===== config.mk =====
export PLATFORM = sky130hd
export DESIGN_NAME = v2dc_fold
export DESIGN_NICKNAME = d
export VERILOG_FILES = /design/src/design/velocity_to_drive_command_top_defines.svh /design/src/design/v2dc_pkg.sv /design/src/design/v2dc_fold.sv
export SDC_FILE = /design/constraint.sdc
export NUM_CORES = 1
export LEC_CHECK = 0
export BUFFER_PORTS_ARGS = -buffer_cell sky130_fd_sc_hd__buf_2
export CORE_MARGIN = 4
export CORE_UTILIZATION = 30
export DETAILED_ROUTE_END_ITERATION = 10
export SYNTH_ARGS = -nofsm -noshare
export SYNTH_HDL_FRONTEND = slang
export SYNTH_SLANG_ARGS = --single-unit

===== constraint.sdc =====
create_clock -name clk_i -period 2.2 [get_ports clk_i]
set_clock_uncertainty 0.05 [all_clocks]
set_input_delay 0.55 -clock clk_i [delete_from_list [all_inputs] [get_ports clk_i]]
set_output_delay 0.55 -clock clk_i [all_outputs]
set_load 0.05 [all_outputs]

===== src/design/velocity_to_drive_command_top_defines.svh =====
// assertion macros shared by the velocity to drive command design
`ifndef VELOCITY_TO_DRIVE_COMMAND_TOP_DEFINES_SVH
`define VELOCITY_TO_DRIVE_COMMAND_TOP_DEFINES_SVH

// condition must hold at every edge out of reset
`define V2DC_ASSERT_HOLD(label, clk, rst_n, cond) \
  label: assert property (@(posedge clk) disable iff (!(rst_n)) (cond)) \
    else $error("v2dc: invariant violated");

// consequent must hold in the cycle after the antecedent
`define V2DC_ASSERT_NEXT(label, clk, rst_n, ante, cons) \
  label: assert property (@(posedge clk) disable iff (!(rst_n)) (ante) |=> (cons)) \
    else $error("v2dc: sequence violated");

`endif


===== src/design/v2dc_pkg.sv =====
// shared types and constants of the velocity to drive command block
`default_nettype none
package v2dc_pkg;

  localparam int ANGLE_W    = 28;
  localparam int ATAN_N     = 24;
  localparam int GUARD_BITS = 8;
  localparam int CFG_W      = 16;
  localparam int LIM_W      = 15;

  // atan(2^-i) in q24, rounded to nearest
  localparam logic [23:0] ATAN_TAB [ATAN_N] = '{
    24'd13176795, 24'd7778716, 24'd4110060, 24'd2086331,
    24'd1047214,  24'd524117,  24'd262123,  24'd131069,
    24'd65536,    24'd32768,   24'd16384,   24'd8192,
    24'd4096,     24'd2048,    24'd1024,    24'd512,
    24'd256,      24'd128,     24'd64,      24'd32,
    24'd16,       24'd8,       24'd4,       24'd2
  };

  localparam logic signed [ANGLE_W-1:0] HALF_PI_Q24 = 28'sd26353589;
  localparam logic [15:0]               INV_GAIN_Q16 = 16'd39797;
  localparam logic signed [14:0]        PI_Q12 = 15'sd12868;

  typedef enum logic [1:0] {
    CFG_MAX_SPEED = 2'd0,
    CFG_MAX_TURN  = 2'd1,
    CFG_GAIN      = 2'd2,
    CFG_STILL     = 2'd3
  } cfg_idx_e;

  localparam logic [LIM_W-1:0] RST_MAX_SPEED = 15'd512;
  localparam logic [LIM_W-1:0] RST_MAX_TURN  = 15'd4096;
  localparam logic [15:0]      RST_GAIN      = 16'd256;
  localparam logic [LIM_W-1:0] RST_STILL     = 15'd3;

  typedef struct packed {
    logic valid;
    logic zero;
  } v2dc_ctrl_t;

endpackage
`default_nettype wire


===== src/design/v2dc_fold.sv =====
// input stage: guard bits and quadrant fold into the right half plane
`default_nettype none
module v2dc_fold import v2dc_pkg::*; #(
  parameter int VW = 16,
  parameter int XW = VW + 11
) (
  input  wire logic                 clk_i,
  input  wire logic                 rst_ni,
  input  wire logic                 adv_i,
  input  wire logic                 in_valid_i,
  input  wire logic [VW-1:0]        vel_x_i,
  input  wire logic [VW-1:0]        vel_y_i,
  output v2dc_ctrl_t                ctrl_o,
  output logic signed [XW-1:0]      x_o,
  output logic signed [XW-1:0]      y_o,
  output logic signed [ANGLE_W-1:0] z_o
);

  v2dc_ctrl_t                ctrl_q;
  logic signed [XW-1:0]      xs, ys, x_d, y_d, x_q, y_q;
  logic signed [ANGLE_W-1:0] z_d, z_q;

  assign xs = {{(XW-VW-GUARD_BITS){vel_x_i[VW-1]}}, vel_x_i, {GUARD_BITS{1'b0}}};
  assign ys = {{(XW-VW-GUARD_BITS){vel_y_i[VW-1]}}, vel_y_i, {GUARD_BITS{1'b0}}};

  always_comb begin
    x_d = xs;
    y_d = ys;
    z_d = '0;
    if (xs[XW-1]) begin
      if (!ys[XW-1]) begin
        x_d = ys;
        y_d = -xs;
        z_d = HALF_PI_Q24;
      end else begin
        x_d = -ys;
        y_d = xs;
        z_d = -HALF_PI_Q24;
      end
    end
  end

  always_ff @(posedge clk_i or negedge rst_ni) begin
    if (!rst_ni) begin
      ctrl_q <= '0;
    end else if (adv_i) begin
      ctrl_q.valid <= in_valid_i;
      ctrl_q.zero  <= (vel_x_i == '0) && (vel_y_i == '0);
    end
  end

  always_ff @(posedge clk_i) begin
    if (adv_i) begin
      x_q <= x_d;
      y_q <= y_d;
      z_q <= z_d;
    end
  end

  assign ctrl_o = ctrl_q;
  assign x_o    = x_q;
  assign y_o    = y_q;
  assign z_o    = z_q;

endmodule
`default_nettype wire


==> results.cfg <==
[route]
wl_microns = 6610
antenna_left = 0
detail_route.wl_per_cell_microns = 14.6
dr_wl_met3_microns = 497
drt_first_pass_iters = 4
wirelength_met1_microns = 2740
drt-vias-per-instance = 4.56
vias = 2071
drcViolationCount = 0
dr_wl_met2_microns = 3360
drt_iter0_drc = 43
top_layer_used = met4

[logic_synthesis]
synth_edf_count = 41
yosys_warnings = 0
yosys.area.top_type_share = 0.468
synth.distinct_cells = 39
syn_area_per_cell_sq_um = 10.2
synthArstFlopShare = 0.0465
synth.area.top_cells = edfxtp_1 (47%), buf_4 (12%), a21oi_1 (6.1%)
synth_ff_type = edfxtp_1
ys_ff_latch = 43
syn_inst = 258
netlist_area_sq_um = 2630
ys_seq_area_frac = 0.487
synth_area_leader_cell = edfxtp_1

[worst_hold_path]
hold_end = ctrl_o[1]
hp-start = in_valid_i
hold_path_depth = 2
hp-class = input pin to register

[floorplan]
io_pins = 120
die_height_microns = 102
core_area_sq_um = 8380
num_rows = 33
start_util = 0.314
die_w_microns = 102
die-area_sq_um = 10300

[setup_path]
required_ns = 2.19
r2r_setup_slack_ns = 1.41
cp_max_fo = 7
rr_startpoint = ctrl_o[1]
r2r_cells = 1
end_kind = register
cp-start-kind = input pin
r2r_end = ctrl_o[1]
criticalPathCategory = input pin to register
cp.arrival_ns = 2.07
crit_path_start = vel_y_i[0]

[timing]
relSlewSlack = 0.623
slew_violations = 0
whs_ns = 0.428
setup_viol = 0
fmax_ghz = 0.481
worstMarginPinSlew_ns = 0.561
finalHoldViolations = 0
setup_tns_ns = 0
min_period_ns = 2.08
rsz0062_at_grt = no
setup_slack_ns = 0.121
fin_crit_sh = 0.945

[clocking]
cts_tree = built
cts_buffer_depth = 2
clk_pin_slew_ns = 0.09
cts-buffers-inserted = 5
clk-insertion-delay-late_ns = 0.29
htree_levels = 2
cts_setup_buffers = 0
clock-sinks = 43
post_cts_resized = 0
root_buffer = clkbuf_8

[pwr]
power_density_nw_per_um2 = 729
peakVddDrop_uv = 261
p_leak_nw = 1.40

[global_routing]
grt_first_pass_wirelength_microns = 10100
overflow = 0
grt_pass1_vias = 2021
grt_max_degree = 63
grt_use_total = 0.126
antenna_found_initial = 0

[final_layout]
final_util = 0.390
drive_gt1_frac = 0.410
ff_latch_area_sq_um = 1280
nFillCells = 871
area_delta_synth_final_pct = 24.3
multi_input_area_sq_um = 1010
nets = 386
antenna_cells = 0

[placed_design]
place_ws_ns = -0.185
gp_congestion = 0.774
io_buffer_count = 103
hpwl_microns = 5010

[flow_run]
drv_cap = 0

[status]
run_status = finished, final reports clean
-- kinds of logic after synthesis --
kind of cell | after synthesis | synth area share
buffers and inverters | 68 | 0.157
AOI/OAI and AO/OA | 54 | 0.130
other | 1 | 0.00143
xor gates and xnor gates | 26 | 0.0866
and+or+nand+nor | 61 | 0.116
muxes | 3 | 0.0119
DFF | 43 | 0.487
adders and majority gates | 2 | 0.00952
-- placed cells by master (no fill, tap or decap), types with 2 or more instances in the layout --
cell type | Yosys | layout
buf_2 | 2 | 103
edfxtp_1 | 41 | 41
nor2_1 | 33 | 33
a21oi_1 | 32 | 32
conb_1 | 1 | 19
buf_4 | 41 | 18
xnor2_1 | 14 | 14
xor2_1 | 12 | 12
inv_1 | 8 | 8
o31ai_1 | 5 | 5
clkbuf_8 | 0 | 5
o21ai_0 | 4 | 4
nor2b_1 | 4 | 4
nor3_1 | 4 | 4
a41oi_1 | 4 | 4
o41ai_2 | 2 | 3
nand2_1 | 3 | 3
a31oi_1 | 3 | 3
buf_12 | 0 | 3
or4_1 | 2 | 2
or3_1 | 2 | 2
mux2i_1 | 2 | 2
nor4_1 | 2 | 2
ha_1 | 2 | 2
clkinvlp_4 | 0 | 2
dfrtp_1 | 2 | 2
-- how the worst max path moves through the flow --
stage,to,slack (ns),cells after the start
3_5_place_dp,x_o[20],-0.19,7
4_1_cts,x_o[20],0.14,7
2_1_floorplan,x_o[22],0.01,7
6_report,x_o[20],0.12,7
5_1_grt,x_o[20],0.02,7
3_3_place_gp,x_o[22],-0.13,7
-- flip-flops by register name (all words and copies together), names as in the netlist --
signal / count
z_o: 3
ctrl_o: 2
y_o: 19
x_o: 19
-- timing repair --
item                                    in CTS  in global routing
endpoints found under the hold margin        2                  0
endpoints found under the setup margin       0                  0
hold buffers                                 1                  0
-- metrics by stage --
step | cell area (sq um) | power (W) | cells
after global routing | 3270 | 0.00249 | 454
after floorplan | 2700 | 0.00171 | 276
after global placement | 3160 | 0.00187 | 445
final | 3270 | 0.00238 | 454
after detailed placement | 3160 | 0.00188 | 445
after CTS | 3270 | 0.00241 | 454
-- layout make-up --
cell class                 instances  share of cell area
sequential                        43               0.392
inverter                           8             0.00919
clock inverter                     3             0.00728
tap                              105              0.0402
clock buffer                       5              0.0211
timing repair buffer             125               0.221
multi-input combinational        165               0.309
-- synthesized netlist by cell type (all sizes together) (4+ instances only) --
cell type  instances
o41ai              4
nor3               4
o31ai              5
edfxtp            41
a41oi              4
xor2              12
nor2              33
nor2b              4
inv                8
a21oi             32
clkbuf            17
xnor2             14
o21ai              4
buf               43
-- layer usage --
layer,vias up,global-route usage
met4,0,0.0245
met3,2,0.0317
met5,-,0
met1,969,0.157
li1,1024,-
met2,76,0.220
-- power by group --
group	switching (W)	internal, W	leakage [nW]
logic	0.000647	0.000196	0.932
registers	0.0000239	0.000985	0.427
clock network	0.000301	0.000227	0.0408
-- worst max-delay path, cell delays in order --
cell and delay, ns:
buf_2 0.10, inv_1 0.07, ha_1 0.16, or3b_2 0.58, o41ai_1 0.34, xor2_1 0.19
a21oi_1 0.08
Power figures use the tool's default switching activity.
