$ cat src/design/velocity_to_drive_command_top_defines.svh
// assertion macros shared by the velocity to drive command design
`ifndef VELOCITY_TO_DRIVE_COMMAND_TOP_DEFINES_SVH
`define VELOCITY_TO_DRIVE_COMMAND_TOP_DEFINES_SVH

// condition must hold at every edge out of reset
`define V2DC_ASSERT_HOLD(label, clk, rst_n, cond) \
  label: assert property (@(posedge clk) disable iff (!(rst_n)) (cond)) \
    else $error("v2dc: invariant violated");

// consequent must hold in the cycle after the antecedent
`define V2DC_ASSERT_NEXT(label, clk, rst_n, ante, cons) \
  label: assert property (@(posedge clk) disable iff (!(rst_n)) (ante) |=> (cons)) \
    else $error("v2dc: sequence violated");

`endif

$ cat src/design/v2dc_pkg.sv
// shared types and constants of the velocity to drive command block
`default_nettype none
package v2dc_pkg;

  localparam int ANGLE_W    = 28;
  localparam int ATAN_N     = 24;
  localparam int GUARD_BITS = 8;
  localparam int CFG_W      = 16;
  localparam int LIM_W      = 15;

  // atan(2^-i) in q24, rounded to nearest
  localparam logic [23:0] ATAN_TAB [ATAN_N] = '{
    24'd13176795, 24'd7778716, 24'd4110060, 24'd2086331,
    24'd1047214,  24'd524117,  24'd262123,  24'd131069,
    24'd65536,    24'd32768,   24'd16384,   24'd8192,
    24'd4096,     24'd2048,    24'd1024,    24'd512,
    24'd256,      24'd128,     24'd64,      24'd32,
    24'd16,       24'd8,       24'd4,       24'd2
  };

  localparam logic signed [ANGLE_W-1:0] HALF_PI_Q24 = 28'sd26353589;
  localparam logic [15:0]               INV_GAIN_Q16 = 16'd39797;
  localparam logic signed [14:0]        PI_Q12 = 15'sd12868;

  typedef enum logic [1:0] {
    CFG_MAX_SPEED = 2'd0,
    CFG_MAX_TURN  = 2'd1,
    CFG_GAIN      = 2'd2,
    CFG_STILL     = 2'd3
  } cfg_idx_e;

  localparam logic [LIM_W-1:0] RST_MAX_SPEED = 15'd512;
  localparam logic [LIM_W-1:0] RST_MAX_TURN  = 15'd4096;
  localparam logic [15:0]      RST_GAIN      = 16'd256;
  localparam logic [LIM_W-1:0] RST_STILL     = 15'd3;

  typedef struct packed {
    logic valid;
    logic zero;
  } v2dc_ctrl_t;

endpackage
`default_nettype wire

$ cat src/design/v2dc_cordic_cell.sv
// one vectoring micro-rotation of the cordic chain
`default_nettype none
module v2dc_cordic_cell import v2dc_pkg::*; #(
  parameter int XW    = 27,
  parameter int STAGE = 0
) (
  input  wire logic                        clk_i,
  input  wire logic                        rst_ni,
  input  wire logic                        adv_i,
  input  wire v2dc_ctrl_t                  ctrl_i,
  input  wire logic signed [XW-1:0]        x_i,
  input  wire logic signed [XW-1:0]        y_i,
  input  wire logic signed [ANGLE_W-1:0]   z_i,
  output v2dc_ctrl_t                       ctrl_o,
  output logic signed [XW-1:0]             x_o,
  output logic signed [XW-1:0]             y_o,
  output logic signed [ANGLE_W-1:0]        z_o
);

  localparam logic signed [ANGLE_W-1:0] ATAN_I =
    {{(ANGLE_W-24){1'b0}}, ATAN_TAB[STAGE]};

  v2dc_ctrl_t                ctrl_q;
  logic signed [XW-1:0]      dx, dy, x_d, y_d, x_q, y_q;
  logic signed [ANGLE_W-1:0] z_d, z_q;

  assign dx = y_i >>> STAGE;
  assign dy = x_i >>> STAGE;

  always_comb begin
    if (y_i[XW-1]) begin
      x_d = x_i - dx;
      y_d = y_i + dy;
      z_d = z_i - ATAN_I;
    end else begin
      x_d = x_i + dx;
      y_d = y_i - dy;
      z_d = z_i + ATAN_I;
    end
  end

  always_ff @(posedge clk_i or negedge rst_ni) begin
    if (!rst_ni) begin
      ctrl_q <= '0;
    end else if (adv_i) begin
      ctrl_q <= ctrl_i;
    end
  end

  always_ff @(posedge clk_i) begin
    if (adv_i) begin
      x_q <= x_d;
      y_q <= y_d;
      z_q <= z_d;
    end
  end

  assign ctrl_o = ctrl_q;
  assign x_o    = x_q;
  assign y_o    = y_q;
  assign z_o    = z_q;

endmodule
`default_nettype wire

$ cat config.mk
export PLATFORM = sky130hd
export DESIGN_NAME = v2dc_cordic_cell
export DESIGN_NICKNAME = d
export VERILOG_FILES = /design/src/design/velocity_to_drive_command_top_defines.svh /design/src/design/v2dc_pkg.sv /design/src/design/v2dc_cordic_cell.sv
export SDC_FILE = /design/constraint.sdc
export NUM_CORES = 1
export LEC_CHECK = 0
export BUFFER_PORTS_ARGS = -buffer_cell sky130_fd_sc_hd__buf_2
export CORE_MARGIN = 1
export CORE_UTILIZATION = 35
export DETAILED_ROUTE_END_ITERATION = 6
export PLACE_DENSITY = 0.59
export SLEW_MARGIN = 20
export SYNTH_ARGS = -nofsm -noshare
export SYNTH_HDL_FRONTEND = slang
export SYNTH_SLANG_ARGS = --single-unit
$ cat constraint.sdc
create_clock -name clk_i -period 0.8 [get_ports clk_i]
set_input_delay 0.04 -clock clk_i [delete_from_list [all_inputs] [get_ports clk_i]]
set_output_delay 0.04 -clock clk_i [all_outputs]
set_load 0.005 [all_outputs]
==> flow_summary.toml <==
[setup_path]
crit_slowest_cell = "sky130_fd_sc_hd__or4_4"
cp_data_arrival_time_ps = 2570
required_time_of_the_critical_path_ps = 900
maximum_net_fanout_on_the_critical_path = 3
critical_path.max_stage_delay_ps = 550
crit_path_cell_trace = "buf_12 > inv_12 > ha_4 > or4_4 > a2111oi_4 > a21boi_2 > o211ai_1 > a31o_1 > or4_1 > o21ai_1 > a31oi_1 > xor2_1"
crit_buf_inv = 2
start_kind = "input port"
critPathTopFamily = "compound AO/OA/AOI/OAI gates"
worstSetupEndpointType = "flop"
setup.worst_path.class = "in -> reg"

[finish]
final_layout_size_suffix_gt1_share_pct = 51.6
antenna_cells = 0
fillCellCount = 1931
share_of_the_core_filled_with_cells_pct = 60.9
area_growth_syn_to_layout_pct = 69.8
stdcell_area_um2 = 13900
layout.nets = 1617

[placement]
placedInstanceArea_um2 = 12200
place.port_buffers = 170
place_ws_ps = -2230
gpl.final_weighted_congestion = 0.905
dp_hpwl_mm = 21.6

[drt]
drcViolationCount = 0
drt_pre_antenna_iters = 5
routed-via-count = 8734
antenna_violating_nets_post_route = 0
drt-initial-drc-count = 423
drt_wl_total_mm = 28.1
routed_via_density = 5.02
routed_wire_length_per_instance_um = 16.2

[logic_synthesis]
top_cells_by_instance_count_after_synthesis = "sky130_fd_sc_hd__ha_1 (104), sky130_fd_sc_hd__a21oi_1 (101), sky130_fd_sc_hd__nor2_1 (84)"
yosysWarningCount = 0
postSynthAreaPerCell_um2 = 8.81
ys_ff_latch = 83
synth-seq-area-share_pct = 30.4
yosys.area.top_type_share_pct = 29.8
syn_nets = 1122
synth.largest_area_cell = "sky130_fd_sc_hd__edfxtp_1"
post_synth_instance_area_um2 = 8170
ys.flop_type = "sky130_fd_sc_hd__edfxtp_1"
synth.distinct_cells = 65
synthArstFlopShare_pct = 2.41
postSynthCellCount = 927
yosys.cell_count.top_type = "sky130_fd_sc_hd__ha_1"
cell_types_occupying_the_most_area_after_synthesis = "sky130_fd_sc_hd__edfxtp_1 (30%), sky130_fd_sc_hd__ha_1 (16%), sky130_fd_sc_hd__xnor2_1 (6.3%)"
synth-edff-count = 81

[sta]
grt_setup_unrepaired = "yes"
post-route-worst-setup-slack_ps = -1670
skew_ps = 0
fmax_ghz = 0.405
finalCriticalPeriod_ps = 2470
setup_viol = 162
slew_viol_final = 0
timing_hold_violations_final = 0
timing.final.crit_share_pct = 309
tightestPinTransition_ps = 583
worst_slew_margin_rel_pct = 60.7

[cts]
worst_skew_pair.late_latency_ps = 330
clock_path_buffers = 2
cts-buffers-inserted = 9
tritoncts = "built"
ctsRootBufferMaster = "sky130_fd_sc_hd__clkbuf_16"
cts_sinks = 83
ctsHtreeMaxLevel = 3
clock_transition_time_at_the_flip_flop_clock_pins_of_the_worst_setup_and_hold_paths_ps = 80

[run_status]
violations = "setup timing"
run_status = "finished, violations left"

[global_routing]
grt_pass1_wl_mm = 43.6
gr-usage-all-layers_pct = 23.0
antenna_violations_before_repair = 0
overflow = 0
grt_pass1_vias = 8629
grt_max_degree = 49

[power]
power-per-cell-area_nw_per_um2 = 1410
leakagePower_nw = 6.28
largest_vdd_supply_drop_mv = 0.905

[die]
effective_utilization_at_floorplan_pct = 35.9
design.core.area_um2 = 22800
rows = 55
design.portCount = 171
die-area_um2 = 24000
fp.dieH_um = 155
die_x_um = 155

[run]
maxCapViolations = 0

[hold_path]
worstHoldPathType = "in -> reg"
-- worst paths after layout --
kind / from / to / slack [ps] / depth (start not counted)
min in group asynchronous: rst_ni / ctrl_o[0]$_DFFE_PN0P_ / 590 / 3
worst min-delay path: adv_i / z_o[6]$_DFFE_PP_ / 100 / 1
worst max-delay path: x_i[10] / x_o[21]$_DFFE_PP_ / -1670 / 12
max in group asynchronous: rst_ni / ctrl_o[1]$_DFFE_PN0P_ / 100 / 3
worst max register to register: ctrl_o[1]$_DFFE_PN0P_ / ctrl_o[1]$_DFFE_PN0P_ / 60 / 1
worst min register to register: ctrl_o[0]$_DFFE_PN0P_ / ctrl_o[0]$_DFFE_PN0P_ / 510 / 1
-- report_power, final --
| part | switching, mW | internal, mW | total [mW] |
|---|---|---|---|
| sequential | 0.200 | 5.75 | 5.95 |
| clock | 1.88 | 2.17 | 4.06 |
| combinational | 4.68 | 4.91 | 9.59 |
-- layer usage --
| metal | GRT usage [%] | vias to the layer above | wire length (um) |
|---|---|---|---|
| met4 | 6.60 | 0 | 577 |
| met3 | 2.27 | 39 | 1200 |
| met5 | 0 | - | 0 |
| met2 | 38.5 | 246 | 13500 |
| met1 | 31.4 | 4119 | 12900 |
| li1 | - | 4330 | - |
-- through the flow --
step | instances | setup TNS [ps] | hold WS [ps] | power [mW]
2_1_floorplan | 927 | -84120 | -256 | 10.2
5_1_grt | 1740 | -96570 | 85.3 | 20.7
3_5_place_dp | 1681 | -115120 | -174 | 14.1
4_1_cts | 1733 | -86770 | 75.4 | 19.1
6_report | 1740 | -88710 | 96.6 | 19.6
3_3_place_gp | 1681 | -113770 | -175 | 14.0
-- sequential cells by signal (all words and copies together) (netlist names) --
| register | flops |
|---|---|
| y_o | 27 |
| ctrl_o | 2 |
| x_o | 26 |
| z_o | 28 |
-- cell type report --
class / count / area, um2 / area share, %
timing repair buffer: 516 / 3830 / 27.6
multi-input combinational: 723 / 6450 / 46.5
inverter: 88 / 415 / 2.99
clock buffer: 10 / 229 / 1.65
sequential: 83 / 2480 / 17.9
clock inverter: 6 / 55.1 / 0.397
tap: 313 / 392 / 2.82
timing repair inverter: 1 / 16.3 / 0.117
-- cells in the final DEF (no fill, tap or decap), drive strengths merged, types with 5 or more instances in the layout --
master,n
a2111oi,7
a211oi,10
a21boi,7
a21o,22
a21oi,101
a221oi,6
and3,7
buf,511
clkbuf,10
clkinv,9
dlygate4sd3,5
edfxtp,81
ha,104
inv,85
mux2i,19
nand2,42
nand2b,9
nand3,16
nand4,10
nor2,84
nor2b,14
nor3,15
o211ai,8
o21a,7
o21ai,60
o21bai,22
o31ai,5
o41ai,5
or2,7
or3,8
or4,5
xnor2,59
xor2,16
-- cells by family (layout without fill, tap and decap cells) --
group,Yosys count,in the layout,share of synthesized area [%]
xor gates and xnor gates,75,75,8.04
AOI/OAI and AO/OA,291,291,23.0
adders and majority gates,108,108,16.9
DFF,83,83,30.4
buffers and inverters,121,621,5.70
muxes,21,21,2.60
and+or+nand+nor,228,228,13.4
-- repair_timing --
action	in CTS	in global routing
pin swaps	84	83
gates resized for setup	167	81
endpoints found under the hold margin	6	0
hold buffers	5	0
endpoints found under the setup margin	162	161
cloned	1	0
buffers inserted	39	20
(Power assumes the default switching activity.)
