**config.mk**
```make
export PLATFORM = sky130hd
export DESIGN_NAME = v2dc_post
export DESIGN_NICKNAME = d
export VERILOG_FILES = /design/src/design/v2dc_pkg.sv /design/src/design/v2dc_post.sv
export VERILOG_INCLUDE_DIRS = /design/src /design/src/design
export SDC_FILE = /design/constraint.sdc
export NUM_CORES = 1
export LEC_CHECK = 0
export BUFFER_PORTS_ARGS = -buffer_cell sky130_fd_sc_hd__buf_2
export CAP_MARGIN = 25
export CORE_UTILIZATION = 55
export CTS_CLUSTER_SIZE = 14
export DETAILED_ROUTE_END_ITERATION = 16
export PLACE_DENSITY = 0.78
export SLEW_MARGIN = 20
export SYNTH_ARGS = -nofsm -noshare
export SYNTH_HDL_FRONTEND = slang
export SYNTH_SLANG_ARGS = --single-unit
```
**constraint.sdc**
```tcl
create_clock -name clk_i -period 11.1 [get_ports clk_i]
set_clock_uncertainty 0.05 [all_clocks]
set_input_delay 1.11 -clock clk_i [delete_from_list [all_inputs] [get_ports clk_i]]
set_output_delay 1.11 -clock clk_i [all_outputs]
set_load 0.03 [all_outputs]
```
**src/design/velocity_to_drive_command_top_defines.svh**
```systemverilog
// assertion macros shared by the velocity to drive command design
`ifndef VELOCITY_TO_DRIVE_COMMAND_TOP_DEFINES_SVH
`define VELOCITY_TO_DRIVE_COMMAND_TOP_DEFINES_SVH

// condition must hold at every edge out of reset
`define V2DC_ASSERT_HOLD(label, clk, rst_n, cond) \
  label: assert property (@(posedge clk) disable iff (!(rst_n)) (cond)) \
    else $error("v2dc: invariant violated");

// consequent must hold in the cycle after the antecedent
`define V2DC_ASSERT_NEXT(label, clk, rst_n, ante, cons) \
  label: assert property (@(posedge clk) disable iff (!(rst_n)) (ante) |=> (cons)) \
    else $error("v2dc: sequence violated");

`endif

```
**src/design/v2dc_pkg.sv**
```systemverilog
// shared types and constants of the velocity to drive command block
`default_nettype none
package v2dc_pkg;

  localparam int ANGLE_W    = 28;
  localparam int ATAN_N     = 24;
  localparam int GUARD_BITS = 8;
  localparam int CFG_W      = 16;
  localparam int LIM_W      = 15;

  // atan(2^-i) in q24, rounded to nearest
  localparam logic [23:0] ATAN_TAB [ATAN_N] = '{
    24'd13176795, 24'd7778716, 24'd4110060, 24'd2086331,
    24'd1047214,  24'd524117,  24'd262123,  24'd131069,
    24'd65536,    24'd32768,   24'd16384,   24'd8192,
    24'd4096,     24'd2048,    24'd1024,    24'd512,
    24'd256,      24'd128,     24'd64,      24'd32,
    24'd16,       24'd8,       24'd4,       24'd2
  };

  localparam logic signed [ANGLE_W-1:0] HALF_PI_Q24 = 28'sd26353589;
  localparam logic [15:0]               INV_GAIN_Q16 = 16'd39797;
  localparam logic signed [14:0]        PI_Q12 = 15'sd12868;

  typedef enum logic [1:0] {
    CFG_MAX_SPEED = 2'd0,
    CFG_MAX_TURN  = 2'd1,
    CFG_GAIN      = 2'd2,
    CFG_STILL     = 2'd3
  } cfg_idx_e;

  localparam logic [LIM_W-1:0] RST_MAX_SPEED = 15'd512;
  localparam logic [LIM_W-1:0] RST_MAX_TURN  = 15'd4096;
  localparam logic [15:0]      RST_GAIN      = 16'd256;
  localparam logic [LIM_W-1:0] RST_STILL     = 15'd3;

  typedef struct packed {
    logic valid;
    logic zero;
  } v2dc_ctrl_t;

endpackage
`default_nettype wire

```
**src/design/v2dc_post.sv**
```systemverilog
// gain correction, bearing rounding, yaw gain and output clamps
`default_nettype none
module v2dc_post import v2dc_pkg::*; #(
  parameter int XW = 27
) (
  input  wire logic                       clk_i,
  input  wire logic                       rst_ni,
  input  wire logic                       adv_i,
  input  wire v2dc_ctrl_t                 ctrl_i,
  input  wire logic signed [XW-1:0]       x_i,
  input  wire logic signed [ANGLE_W-1:0]  z_i,
  input  wire logic [LIM_W-1:0]           max_speed_i,
  input  wire logic [LIM_W-1:0]           max_turn_i,
  input  wire logic [15:0]                gain_i,
  input  wire logic [LIM_W-1:0]           still_i,
  output logic                            valid_o,
  output logic [LIM_W-1:0]                speed_o,
  output logic signed [15:0]              turn_o
);

  localparam int PW = XW + 17;
  localparam int MW = XW - 8;
  localparam int CW = (MW > LIM_W) ? MW : LIM_W;
  localparam logic [PW-1:0] MAG_RND = PW'(1) << 23;

  // stage 1: split gain product, rounded bearing
  v2dc_ctrl_t          c1_q;
  logic signed [XW:0]  hi_d, hi_q;
  logic [31:0]         lo_d, lo_q;
  logic signed [ANGLE_W-1:0] zr;
  logic signed [15:0]  b16;
  logic signed [14:0]  bear_d, bear_q;

  assign hi_d = $signed(x_i[XW-1:16]) * $signed({1'b0, INV_GAIN_Q16});
  assign lo_d = x_i[15:0] * INV_GAIN_Q16;
  assign zr   = z_i + ANGLE_W'(2048);
  assign b16  = zr[27:12];

  always_comb begin
    if (ctrl_i.zero) begin
      bear_d = '0;
    end else if (b16 > 16'sd12868) begin
      bear_d = PI_Q12;
    end else if (b16 < -16'sd12868) begin
      bear_d = -PI_Q12;
    end else begin
      bear_d = b16[14:0];
    end
  end

  // stage 2: magnitude sum, yaw product
  v2dc_ctrl_t          c2_q;
  logic [PW-1:0]       msum;
  logic [MW-1:0]       mag_d, mag_q;
  logic signed [31:0]  yprod_d, yprod_q;

  assign msum = {hi_q, 16'b0} + {{(PW-32){1'b0}}, lo_q} + MAG_RND;
  assign mag_d = (c1_q.zero || msum[PW-1]) ? '0 : msum[PW-2:24];
  assign yprod_d = bear_q * $signed({1'b0, gain_i});

  // stage 3: clamps
  logic [CW-1:0]       mag_w, max_w, still_w;
  logic [LIM_W-1:0]    speed_d, speed_q;
  logic signed [31:0]  yr;
  logic signed [23:0]  yaw, lim;
  logic signed [15:0]  turn_d, turn_q;
  logic                valid_q;

  assign mag_w   = CW'(mag_q);
  assign max_w   = CW'(max_speed_i);
  assign still_w = CW'(still_i);
  assign speed_d = (mag_w > max_w) ? max_speed_i : mag_w[LIM_W-1:0];
  assign yr      = yprod_q + 32'sd128;
  assign yaw     = yr[31:8];
  assign lim     = $signed({9'b0, max_turn_i});

  always_comb begin
    if (mag_w < still_w) begin
      turn_d = '0;
    end else if (yaw > lim) begin
      turn_d = lim[15:0];
    end else if (yaw < -lim) begin
      turn_d = -lim[15:0];
    end else begin
      turn_d = yaw[15:0];
    end
  end

  always_ff @(posedge clk_i or negedge rst_ni) begin
    if (!rst_ni) begin
      c1_q    <= '0;
      c2_q    <= '0;
      valid_q <= 1'b0;
    end else if (adv_i) begin
      c1_q    <= ctrl_i;
      c2_q    <= c1_q;
      valid_q <= c2_q.valid;
    end
  end

  always_ff @(posedge clk_i) begin
    if (adv_i) begin
      hi_q    <= hi_d;
      lo_q    <= lo_d;
      bear_q  <= bear_d;
      mag_q   <= mag_d;
      yprod_q <= yprod_d;
      speed_q <= speed_d;
      turn_q  <= turn_d;
    end
  end

  assign valid_o = valid_q;
  assign speed_o = speed_q;
  assign turn_o  = turn_q;

  `include "velocity_to_drive_command_top_defines.svh"

  `V2DC_ASSERT_HOLD(a_bear_range, clk_i, rst_ni, !c1_q.valid || (bear_q <= PI_Q12 && bear_q >= -PI_Q12))
  `V2DC_ASSERT_NEXT(a_zero_mag, clk_i, rst_ni, adv_i && c1_q.valid && c1_q.zero, mag_q == '0)

endmodule
`default_nettype wire

```
==> impl_metrics.py, run 1 <==
metrics = {
    "outcome": {
        "status": "completed",
    },
    "global_routing": {
        "grt_max_degree": 77,
        "antenna_found_initial": 1,
        "grt_pass1_wl_um": 90500,
        "grt_pass1_vias": 19100,
        "grt_usage": 0.249,
        "globalRouteOverflowTotal": 0,
    },
    "sta": {
        "maxSlewViolCount": 0,
        "final.setup.tns_ns": 0,
        "finalHoldViolations": 0,
        "worstMarginPinSlew_ns": 0.913,
        "timing.fmax_ghz": 0.148,
        "layout_setup_ws_ns": 4.36,
        "period_share": 0.607,
        "rsz0062_at_grt": "no",
        "max_slew_margin": 0.392,
        "setup_violations": 0,
        "period_needed_ns": 6.74,
        "holdWs_ns": 0.418,
    },
    "setup_path": {
        "arrival_ns": 6.88,
        "timing.rr.start": "bear_q[8]$_SDFFCE_PP0P_",
        "rrSetupSlack_ns": 4.47,
        "max_stage_delay_ns": 0.58,
        "cp.depth": 19,
        "cp.required_ns": 11.24,
        "crit_slowest_cell": "fa_1",
        "critPathLaunchType": "input pin",
        "path_buf_inv": 4,
        "cp-startpoint": "gain_i[5]",
        "cp_cell_sequence": "buf_2, nand2_1, fa_1, inv_1, fa_1, fa_1, fa_1, fa_1, inv_1, fa_1, inv_1, ha_1, nand2_1, or4_1, a21oi_1, o21ai_0, o21bai_1, a21oi_1, xnor2_1",
        "path_class": "input pin to register",
        "r2r-end": "yprod_q[28]$_DFFE_PP_",
        "crit_end": "yprod_q[28]$_DFFE_PP_",
        "critical_path.max_fanout": 15,
        "crit_top_cell": "fa_1",
        "r2r_cells": 21,
        "critPathCaptureType": "register",
        "crit_family": "adder cells",
    },
    "logic_synthesis": {
        "syn_avg_cell_area_um2": 9.85,
        "syn_inst": 2506,
        "synth_edf_count": 134,
        "synth.cells.most_frequent": "inv_1 (539), ha_1 (417), fa_1 (340)",
        "syn_area_um2": 24700,
        "synth_top_area_share": 0.276,
        "ys_types": 78,
        "yosysSeqAreaShare": 0.167,
        "synth_warnings": 0,
        "synth.most_common_cell": "inv_1",
        "synthArstFlopShare": 0.0290,
        "synthesis.nets": 3384,
        "synthTopCellsByArea": "fa_1 (28%), ha_1 (21%), edfxtp_1 (16%), inv_1 (8.2%), xnor2_1 (3.0%)",
        "synthFlopType": "edfxtp_1",
        "ys_ff_latch": 138,
        "yosysTopAreaCell": "fa_1",
    },
    "job": {
        "cap_viol_max_count": 0,
    },
    "power_and_ir_drop": {
        "power_density_nw_per_um2": 328,
        "power_switching_w": 0.00426,
        "peakVddDrop_uv": 433,
        "switching_share": 0.489,
        "clkPwrFrac": 0.064,
        "p_int_w": 0.00445,
        "combPwrFrac": 0.791,
        "pwr-share-seq": 0.145,
        "p_leak_nw": 13.4,
    },
    "clock_network": {
        "cts.sinks": 138,
        "cts_setup_buffers": 0,
        "ctsHoldBuffers": 0,
        "post_cts_resized": 0,
        "cts-buffers-inserted": 17,
        "htreeDepth": 4,
        "clk_path_buf_depth": 2,
        "clkLatencyLatePin_ns": 0.45,
        "clk_pin_slew_ns": 0.07,
        "cts_root_buffer": "clkbuf_16",
        "cts_tree": "done",
    },
    "hold_path": {
        "hold_class": "input pin to async pin",
    },
    "final_layout": {
        "fin_cells": 3223,
        "nNetsFinal": 3496,
        "n_antenna_cell": 0,
        "syn2layout_area_growth_pct": 7.47,
        "drive_gt1_frac": 0.0855,
        "utilization": 0.600,
    },
    "floorplanning": {
        "core_um2": 44200,
        "start_util": 0.558,
        "die-area_um2": 45700,
        "ioPinCount": 153,
        "die_w_um": 214,
        "rows": 77,
        "chipHeight_um": 214,
    },
    "place": {
        "dp_cells": 3191,
        "dp_hpwl_um": 44000,
        "dp_slack_ns": 3.93,
        "numPortBuffers": 141,
        "routabilityCongestion": 0.907,
    },
    "detailed_routing": {
        "first_iter_violations": 819,
        "via_count": 17800,
        "drc": 0,
        "drtAntennaViolNets": 0,
        "dr.pass1.iters": 5,
        "routed_wl_um": 53700,
        "vias_per_cell": 5.51,
        "wire_per_inst_um": 16.7,
    },
}
[sequential cells by signal (all words and copies together), names as in the netlist]
name	flops
mag_q	19
speed_o	15
turn_o	16
bear_q	15
yprod_q	25
c1_q	2
valid_o	1
hi_q	28
lo_q	16
c2_q	1
[cell type report]
cell class	instances	area [um2]
repair buffers	145	746
inverters	540	2030
clock inverters	15	150
multi-input cells	1776	18300
fillers	3647	17700
flip-flops and latches	138	4120
clock buffers	17	425
well taps	592	741
[logic make-up after synthesis]
family | share of synthesized area
compound gates | 0.0772
xor+xnor | 0.0465
fa+ha+maj | 0.488
buf+inv | 0.0913
flops | 0.167
mux | 0.0110
simple gates | 0.119
[power by group through the flow]
| stage | clock (W) | sequential (W) | combinational, W |
|---|---|---|---|
| 2_1_floorplan | 0 | 0.00123 | 0.00529 |
| 3_3_place_gp | 0 | 0.00126 | 0.00658 |
| 3_5_place_dp | 0 | 0.00127 | 0.00684 |
| 4_1_cts | 0.000574 | 0.00126 | 0.00694 |
| 5_1_grt | 0.000594 | 0.00128 | 0.00788 |
| 6_report | 0.000560 | 0.00126 | 0.00689 |
[per-stage QoR]
stage	cell area [um2]	power (W)
floorplan	24700	0.00653
global placement	25900	0.00784
detailed placement	25900	0.00811
CTS	26500	0.00877
global route	26500	0.00976
finish	26500	0.00871
[layout by cell type (no fill, tap or decap), types with 4 or more instances in the layout]
master and n:
a31oi_1 12, o211ai_1 7, dfrtp_1 4, nand2_1 180, nand3_1 27, and3_1 15
and2_1 106, and4_1 12, ha_1 417, buf_2 140, fa_1 340, edfxtp_1 134
nor2b_1 18, nand2b_1 20, o21a_1 17, inv_1 539, mux2_2 24, xor2_1 46
nor3_1 26, clkbuf_16 17, or3_1 6, o21ai_0 48, o21ai_1 4, or4_1 4
nand4_1 33, a21oi_1 99, o21bai_1 12, xnor2_1 85, a211oi_1 9, or2_2 7
clkinv_2 4, a21o_1 36, nor4_1 15, nand3b_1 4, nor2_1 82
[layer usage]
| layer | GRT usage | wire length (um) | share of wire | up-vias |
|---|---|---|---|---|
| li1 | - | - | - | 8408 |
| met1 | 0.302 | 21900 | 0.41 | 8788 |
| met2 | 0.454 | 28300 | 0.53 | 472 |
| met3 | 0.0300 | 2080 | 0.039 | 103 |
| met4 | 0.0899 | 1400 | 0.026 | 2 |
| met5 | 0 | 11 | 0.00020 | - |
[how the worst min path moves through the flow]
stage          cells past startpoint                start                   to
2_1_floorplan                      1  c1_q[0]$_DFFE_PN0P_  c1_q[0]$_DFFE_PN0P_
3_3_place_gp                       1  c2_q[1]$_DFFE_PN0P_  valid_o$_DFFE_PN0P_
3_5_place_dp                       1  c2_q[1]$_DFFE_PN0P_  c2_q[1]$_DFFE_PN0P_
4_1_cts                            1               rst_ni  valid_o$_DFFE_PN0P_
5_1_grt                            1               rst_ni  valid_o$_DFFE_PN0P_
6_report                           1               rst_ni  valid_o$_DFFE_PN0P_
Power figures use the tool's default switching activity.
==> run 2, diff against run 1 <==
- clock period: 11.1 -> 6.85 ns (I/O delays scaled with it)
==> run 2 against run 1 <==
Clock power increased by 80%; total power up 63%; cell count increased by 0.59%; final area rose by 0.74%; via count increased by 0.11%; non-clock buffer count up 18; sequential share of layout area shrank 0.11 points.
==> impl_metrics.py, run 2 (synthesized netlist as in run 1, its figures left out) <==
metrics = {
    "detailed_routing": {
        "dr.pass1.iters": 5,
        "wire_per_inst_um": 16.7,
        "routed_wl_um": 54300,
        "first_iter_violations": 1174,
        "via_count": 17800,
        "drc": 0,
        "drtAntennaViolNets": 0,
        "vias_per_cell": 5.49,
    },
    "setup_path": {
        "arrival_ns": 6.64,
        "r2r-end": "yprod_q[28]$_DFFE_PP_",
        "r2r_cells": 20,
        "cp.required_ns": 7.00,
        "crit_slowest_cell": "edfxtp_1",
        "critPathCaptureType": "register",
        "critPathLaunchType": "register",
        "crit_family": "adder cells",
        "path_class": "register to register",
        "crit_top_cell": "fa_1",
        "critical_path.max_fanout": 16,
        "timing.rr.start": "bear_q[5]$_SDFFCE_PP0P_",
        "cp_cell_sequence": "and2_1, fa_1, inv_1, fa_1, inv_1, fa_1, fa_1, fa_1, inv_1, fa_1, inv_1, ha_1, a21oi_1, o21ai_0, a21oi_1, a21oi_1, o21ai_0, o21bai_1, a21oi_1, xnor2_1",
        "rrSetupSlack_ns": 0.35,
        "max_stage_delay_ns": 0.66,
        "path_buf_inv": 4,
    },
    "global_routing": {
        "grt_usage": 0.251,
        "grt_pass1_vias": 19100,
        "antenna_found_initial": 1,
        "grt_max_degree": 77,
        "grt_pass1_wl_um": 90500,
        "globalRouteOverflowTotal": 0,
    },
    "floorplanning": {
        "chipHeight_um": 214,
        "rows": 77,
        "die_w_um": 214,
        "core_um2": 44200,
        "die-area_um2": 45700,
        "start_util": 0.558,
        "ioPinCount": 153,
    },
    "final_layout": {
        "top_register": "hi_q",
        "layout_common_cells": "inv_1 (539), ha_1 (417), fa_1 (340)",
        "nNetsFinal": 3514,
        "layout_commonest_cell": "inv_1",
        "syn2layout_area_growth_pct": 8.26,
        "reg_top3": "hi_q: 28 flops, yprod_q: 25 flops, mag_q: 19 flops",
        "largest_reg_flops": 28,
        "final_area_um2": 26700,
        "fin_cells": 3242,
        "drive_gt1_frac": 0.0906,
    },
    "clock_network": {
        "clk_pin_slew_ns": 0.07,
        "cts_root_buffer": "clkbuf_16",
        "clkLatencyLatePin_ns": 0.45,
        "cts_setup_buffers": 0,
        "htreeDepth": 4,
        "cts-buffers-inserted": 17,
        "cts_tree": "done",
        "clk_path_buf_depth": 2,
        "cts.sinks": 138,
    },
    "sta": {
        "period_share": 0.948,
        "timing.fmax_ghz": 0.154,
        "rsz0062_at_grt": "no",
        "finalHoldViolations": 0,
        "final.setup.tns_ns": 0,
        "period_needed_ns": 6.50,
        "max_slew_margin": 0.393,
        "setup_violations": 0,
        "maxSlewViolCount": 0,
        "worstMarginPinSlew_ns": 0.910,
    },
    "job": {
        "cap_viol_max_count": 0,
    },
    "power_and_ir_drop": {
        "p_leak_nw": 13.6,
        "peakVddDrop_uv": 609,
        "power_density_nw_per_um2": 531,
    },
    "hold_path": {
        "hp-start": "ctrl_i[1]",
        "hold_class": "input pin to register",
        "hold_end": "c1_q[1]$_DFFE_PN0P_",
        "hold_depth": 2,
    },
    "outcome": {
        "status": "completed",
    },
    "place": {
        "dp_hpwl_um": 44800,
        "routabilityCongestion": 0.892,
        "dp_cells": 3208,
        "numPortBuffers": 141,
        "place_area_um2": 26100,
    },
}
run 2: how the worst max path moves through the flow:
stage | slack [ns] | start | cells after the start | to
floorplan | 0.67 | gain_i[7] | 19 | yprod_q[28]$_DFFE_PP_
global placement | 0.25 | gain_i[7] | 19 | yprod_q[28]$_DFFE_PP_
detailed placement | 0.16 | x_i[8] | 20 | lo_q[30]$_DFFE_PP_
CTS | 0.36 | bear_q[5]$_SDFFCE_PP0P_ | 20 | yprod_q[28]$_DFFE_PP_
global route | 0.09 | bear_q[5]$_SDFFCE_PP0P_ | 19 | yprod_q[28]$_DFFE_PP_
finish | 0.35 | bear_q[5]$_SDFFCE_PP0P_ | 20 | yprod_q[28]$_DFFE_PP_
run 2: report_power, final:
| part | leakage (nW) | internal (W) | switching, W | total, W |
|---|---|---|---|---|
| clock | 0.300 | 0.000638 | 0.000371 | 0.00101 |
| combinational | 11.9 | 0.00486 | 0.00627 | 0.0111 |
| sequential | 1.37 | 0.00180 | 0.000236 | 0.00204 |
run 2: metrics by stage:
| step | total power (W) | hold WS (ns) | worst slack [ns] | utilization |
|---|---|---|---|---|
| after floorplan | 0.0106 | 0.339 | 0.673 | - |
| after global placement | 0.0127 | 0.433 | 0.249 | 0.589 |
| after detailed placement | 0.0131 | 0.448 | 0.156 | 0.590 |
| after CTS | 0.0143 | 0.395 | 0.356 | 0.604 |
| after global routing | 0.0159 | 0.408 | 0.0881 | 0.604 |
| final | 0.0142 | 0.414 | 0.354 | 0.604 |
run 2: cell type report:
| class | count | area (um2) |
|---|---|---|
| Clock inverter | 14 | 204 |
| Sequential cell | 138 | 4120 |
| Antenna cell | 2 | 5.00 |
| Multi-Input combinational cell | 1776 | 18300 |
| Timing Repair Buffer | 163 | 883 |
| Fill cell | 3595 | 17500 |
| Inverter | 540 | 2030 |
| Tap cell | 592 | 741 |
| Clock buffer | 17 | 425 |
run 2: layer usage:
metal	vias up	wire (um)	global-route usage
li1	8429	-	-
met1	8790	21900	0.300
met2	447	28400	0.462
met3	127	2400	0.0310
met4	0	1520	0.0892
met5	-	0	0
run 2: repair_timing:
item / CTS / global route
endpoints found under the hold margin: 4 / 0
hold buffers: 1 / 0
gates resized for setup: 0 / 0
